### src/design/fdns_pkg.sv
// Shared types and fixed widths for the face normal and shading pipeline.
`default_nettype none
package fdns_pkg;
  // Normalized cross component width: top set bit of the largest lands at bit 30.
  localparam int MW    = 31;
  // Square root result width and width of the sum of squares.
  localparam int RW    = 32;
  localparam int SW    = 64;
  // Quotient bits of each normal component, before the sign.
  localparam int QW    = 15;
  // Light register and normal component width.
  localparam int LW    = 16;
  // Number of steps in one normal divider.
  localparam int DIVL  = QW + 1;
  localparam int ONE_Q15 = 32768;
  localparam int ROUND_Q14 = 8192;

  // Register indexes of the configuration port.
  localparam logic [1:0] REG_LIGHT_X = 2'd0;
  localparam logic [1:0] REG_LIGHT_Y = 2'd1;
  localparam logic [1:0] REG_LIGHT_Z = 2'd2;

  // Data that travels beside the length computation.
  typedef struct packed {
    logic                degen;
    logic [2:0]          neg;
    logic [2:0][MW-1:0]  m;
  } side_t;
endpackage
`default_nettype wire

### src/design/fdns_div.sv
// Pipelined rounded divider for one normal component, one quotient bit a stage.
`default_nettype none
module fdns_div (
  input  wire logic                    clk,
  input  wire logic [fdns_pkg::MW-1:0] m_in,
  input  wire logic [fdns_pkg::RW-1:0] len_in,
  output logic [fdns_pkg::QW-1:0]      q_out
);
  import fdns_pkg::*;

  localparam int DW = RW + 1;

  logic [DW-1:0] rem_r [DIVL];
  logic [DW-1:0] den_r [DIVL];
  logic [QW-1:0] low_r [DIVL];
  logic [QW-1:0] q_r   [DIVL];

  // The dividend is m * 2^15 + len; its upper part starts the remainder.
  always_ff @(posedge clk) begin
    rem_r[0] <= DW'(m_in) + DW'(len_in >> QW);
    den_r[0] <= {len_in, 1'b0};
    low_r[0] <= len_in[QW-1:0];
    q_r[0]   <= '0;
  end

  for (genvar k = 1; k < DIVL; k++) begin : g_step
    logic [DW:0] rs;
    assign rs = {rem_r[k-1], low_r[k-1][QW-1]};

    // Bring in the next dividend bit and subtract when it fits.
    always_ff @(posedge clk) begin
      if (rs >= {1'b0, den_r[k-1]}) begin
        rem_r[k] <= DW'(rs - {1'b0, den_r[k-1]});
        q_r[k]   <= {q_r[k-1][QW-2:0], 1'b1};
      end else begin
        rem_r[k] <= DW'(rs);
        q_r[k]   <= {q_r[k-1][QW-2:0], 1'b0};
      end
      den_r[k] <= den_r[k-1];
      low_r[k] <= {low_r[k-1][QW-2:0], 1'b0};
    end
  end

  assign q_out = q_r[DIVL-1];
endmodule
`default_nettype wire

### config.mk
export PLATFORM = sky130hd
export DESIGN_NAME = fdns_div
export DESIGN_NICKNAME = d
export VERILOG_FILES = /design/src/design/fdns_pkg.sv /design/src/design/fdns_div.sv
export SDC_FILE = /design/constraint.sdc
export NUM_CORES = 2
export LEC_CHECK = 0
export BUFFER_PORTS_ARGS = -buffer_cell sky130_fd_sc_hd__clkbuf_2
export CORE_MARGIN = 2
export CORE_UTILIZATION = 66
export CTS_BUF_LIST = sky130_fd_sc_hd__clkbuf_4
export DETAILED_ROUTE_END_ITERATION = 7
export MAX_ROUTING_LAYER = met4
export PLACE_DENSITY = 0.83
export SLEW_MARGIN = 20
export SYNTH_ARGS = -nofsm -noshare
export SYNTH_HDL_FRONTEND = slang
export SYNTH_SLANG_ARGS = --single-unit
### constraint.sdc
create_clock -name clk -period 4.3 [get_ports clk]
set_clock_uncertainty 0.2 [all_clocks]
set_input_delay 1.29 -clock clk [delete_from_list [all_inputs] [get_ports clk]]
set_output_delay 1.29 -clock clk [all_outputs]
set_load 0.01 [all_outputs]
==> results.py <==
metrics = {
    "timing": {
        "rsz0062_at_grt": "false",
        "holdWs_ns": 0.0804,
        "period_share_pct": 96.3,
        "min_period_ns": 4.14,
        "layout_setup_ws_ns": 0.161,
        "slew_headroom_pct": 30.8,
        "timing_max_transition_violations_final": 0,
        "finalHoldViolCount": 0,
        "tightest_slew_ns": 1.03,
        "setup_violations": 0,
        "fmax_mhz": 242,
    },
    "logic_synthesis": {
        "yosys_register_bits": 1080,
        "yosys.cell_types.count": 88,
        "synth_top_family_by_area": "compound AO/OA/AOI/OAI gates",
        "synthAdderAreaFrac_pct": 12.5,
        "yosysTopAreaCell": "dfxtp_1",
        "async_reset_ff_share_pct": 0,
        "syn_avg_cell_area_um2": 9.21,
        "synth-compound-area-share_pct": 18.4,
        "ys_seq_area_share_pct": 41.5,
        "synth_xor_area_share_pct": 6.93,
        "synth_simple_gate_area_share_pct": 10.8,
        "synth_edf_count": 0,
        "ys_top_cells_by_area": "dfxtp_1 (42%), ha_1 (12%), a21oi_1 (5.8%), xnor2_1 (4.5%), inv_1 (4.3%)",
        "muxShareOfSynthArea_pct": 4.36,
        "synth_top_area_share_pct": 41.5,
        "ys_warn_count": 0,
        "ys.flop_type": "dfxtp_1",
        "synth_nets": 6228,
        "synth_cells": 5653,
        "synth_area_um2": 52000,
    },
    "setup_path": {
        "cp.required_ns": 5.01,
        "critPathLaunch": "low_r[0][113]$_DFF_P_",
        "slowest_stage": "a211o_1",
        "path_common_cell": "o21ai_1",
        "cp-end-kind": "register",
        "cp-start-kind": "register",
        "regToRegStartpoint": "low_r[0][113]$_DFF_P_",
        "max_stage_delay_ns": 0.44,
        "arrival_ns": 4.85,
        "path_class": "register to register",
        "crit_path_max_fanout": 27,
        "path_cells": "inv_1, ha_1, nor2b_1, o31ai_2, a31oi_1, o221ai_2, o21ai_1, a221oi_2, o31a_2, o21ai_1, a41o_1, a211o_1, buf_12, mux2_2",
    },
    "placement": {
        "pre_cts_ws_ns": 0.0676,
        "gp_congestion": 0.977,
        "dp.cells": 6712,
        "hpwl_um": 89700,
        "io_buffers": 78,
    },
    "hold_path": {
        "worstHoldStart": "q_r[11][1]$_DFF_P_",
        "hp-class": "register to register",
    },
    "cells_and_area": {
        "drive_gt1_share_pct": 13.6,
        "layout.cells.non_filler": 7187,
        "final_cell_mix": "dfxtp_1 (1080), a21oi_1 (602), inv_1 (592)",
        "nFillCells": 5718,
        "area_growth_pct": 10.1,
        "nets": 6547,
        "final_common_cell": "dfxtp_1",
    },
    "floorplan": {
        "num_rows": 102,
        "dieArea_um2": 81100,
        "core_area_um2": 77700,
        "ioPinCount": 79,
        "start_util_pct": 67.0,
        "die_w_um": 285,
        "die_y_um": 285,
    },
    "global_route": {
        "grt_pass1_wl_um": 189000,
        "grt_pass1_vias": 42214,
        "grtUsageTotal_pct": 29.1,
        "antenna_found_initial": 2,
        "grt_overflow": 0,
        "grt_start_max_net_pins": 63,
    },
    "detailed_routing": {
        "wl_per_cell_um": 16.1,
        "ant_nets": 0,
        "dr.pass1.iters": 5,
        "via_per_inst": 5.70,
        "num_vias": 40932,
        "drc": 0,
        "first_iter_violations": 1991,
        "wl_um": 116000,
    },
    "clocking": {
        "cts.sinks": 1080,
        "cts_root_buffer": "clkbuf_4",
        "post_cts_buffers": 0,
        "cts-htree-levels": 5,
        "clkTransAtPathRegs_ns": 0.06,
        "ctsLongestPathBuffers": 4,
        "insertion_delay_ns": 1.14,
        "cts_tree": "yes",
        "cts_made_buffers": 290,
    },
    "outcome": {
        "status": "complete, no violations",
    },
    "power_and_ir_drop": {
        "power.total_uw": 48000,
        "p_leak_uw": 0.0274,
        "power_density_nw_per_um2": 837,
        "irDropWorstVdd_mv": 0.364,
    },
    "run": {
        "drv_cap": 0,
    },
}
## per-layer routing
metal	track usage [%]	vias up	part of all wire, %
met1	24.8	18849	35
li1	-	20420	-
met2	56.6	1170	54
met4	21.4	0	7.2
met3	4.21	493	3.4
met5	-	-	0
## timing repair
item                       in CTS  in global routing
resized for setup               0                  3
hold buffers                    8                  0
hold endpoints to repair        8                  0
setup endpoints to repair       0                  6
## cells in the mapped netlist, drive strengths merged (9+ instances only)
cell and count:
nor2b 71, clkbuf 94, and2 17, a221oi 16, a21oi 604, nand2 279
a211oi 27, mux2 191, mux2i 9, o211ai 9, or3 14, and4 10
inv 592, nor2 404, nand3 83, o31ai 35, o21a 61, a2111oi 9
xnor2 269, or2 16, dfxtp 1080, o21bai 58, o31a 11, nor3 52
and3 31, fa 15, a21o 236, nand4 96, a31oi 47, a21boi 13
buf 46, nand2b 76, nor4 16, o221ai 10, a31o 13, ha 496
a211o 14, a221o 11, o21ai 287, xor2 143
## flip-flops by register name, summed over array words and instances, names as in the netlist
| signal | count |
|---|---|
| q_r | 120 |
| rem_r | 494 |
| low_r | 118 |
| den_r | 348 |
## report_power, final
part           leakage, µW  internal [µW]  switching [µW]  total (µW)
registers          0.00911          13200            1540       14700
logic               0.0162          11500           13500       25000
clock network      0.00202           4400            3870        8270
## metrics by stage
step	cell area, µm²	utilization, %	setup TNS, ns
finish	57300	73.7	0
CTS	57300	73.7	0
global placement	53900	69.3	-0.00285
global route	57300	73.7	0
detailed placement	53900	69.3	0
floorplan	52000	-	0
## cells by family (layout without fill, tap and decap cells)
family / after synthesis / after routing
AO/OA/AOI/OAI: 1531 / 1531
AND/OR/NAND/NOR: 1187 / 1187
flip-flops: 1080 / 1080
buffers and inverters: 732 / 1220
adder cells (fa/ha/maj): 511 / 511
XOR/XNOR: 412 / 412
multiplexers: 200 / 200
other: 0 / 6
## critical path, delay by kind of cell, from the launching register on
| kind | cells | cell delay (ns) |
|---|---|---|
| AO/OA/AOI/OAI | 9 | 2.39 |
| multiplexers | 1 | 0.29 |
| buffers and inverters | 2 | 0.29 |
| adder cells (fa/ha/maj) | 1 | 0.28 |
| AND/OR/NAND/NOR | 1 | 0.15 |
| flip-flops | 1 | 0.38 |
## final timing paths
path                          end  slack [ns]  cells after the start
min reg2reg    q_r[12][2]$_DFF_P_        0.08                      0
min            q_r[12][2]$_DFF_P_        0.08                      0
max          rem_r[8][21]$_DFF_P_        0.16                     14
max reg2reg  rem_r[8][21]$_DFF_P_        0.16                     14
## cell type report
type / count / area (µm²) / area share, %
flip-flops and latches: 1080 / 21600 / 37.7
repair buffers: 167 / 1220 / 2.12
diodes: 6 / 15.0 / 0.0262
clock buffers: 410 / 3080 / 5.37
clock inverters: 51 / 234 / 0.408
well taps: 1040 / 1300 / 2.27
multi-input cells: 3841 / 27600 / 48.2
inverters: 592 / 2220 / 3.88
(Power assumes the default switching activity.)
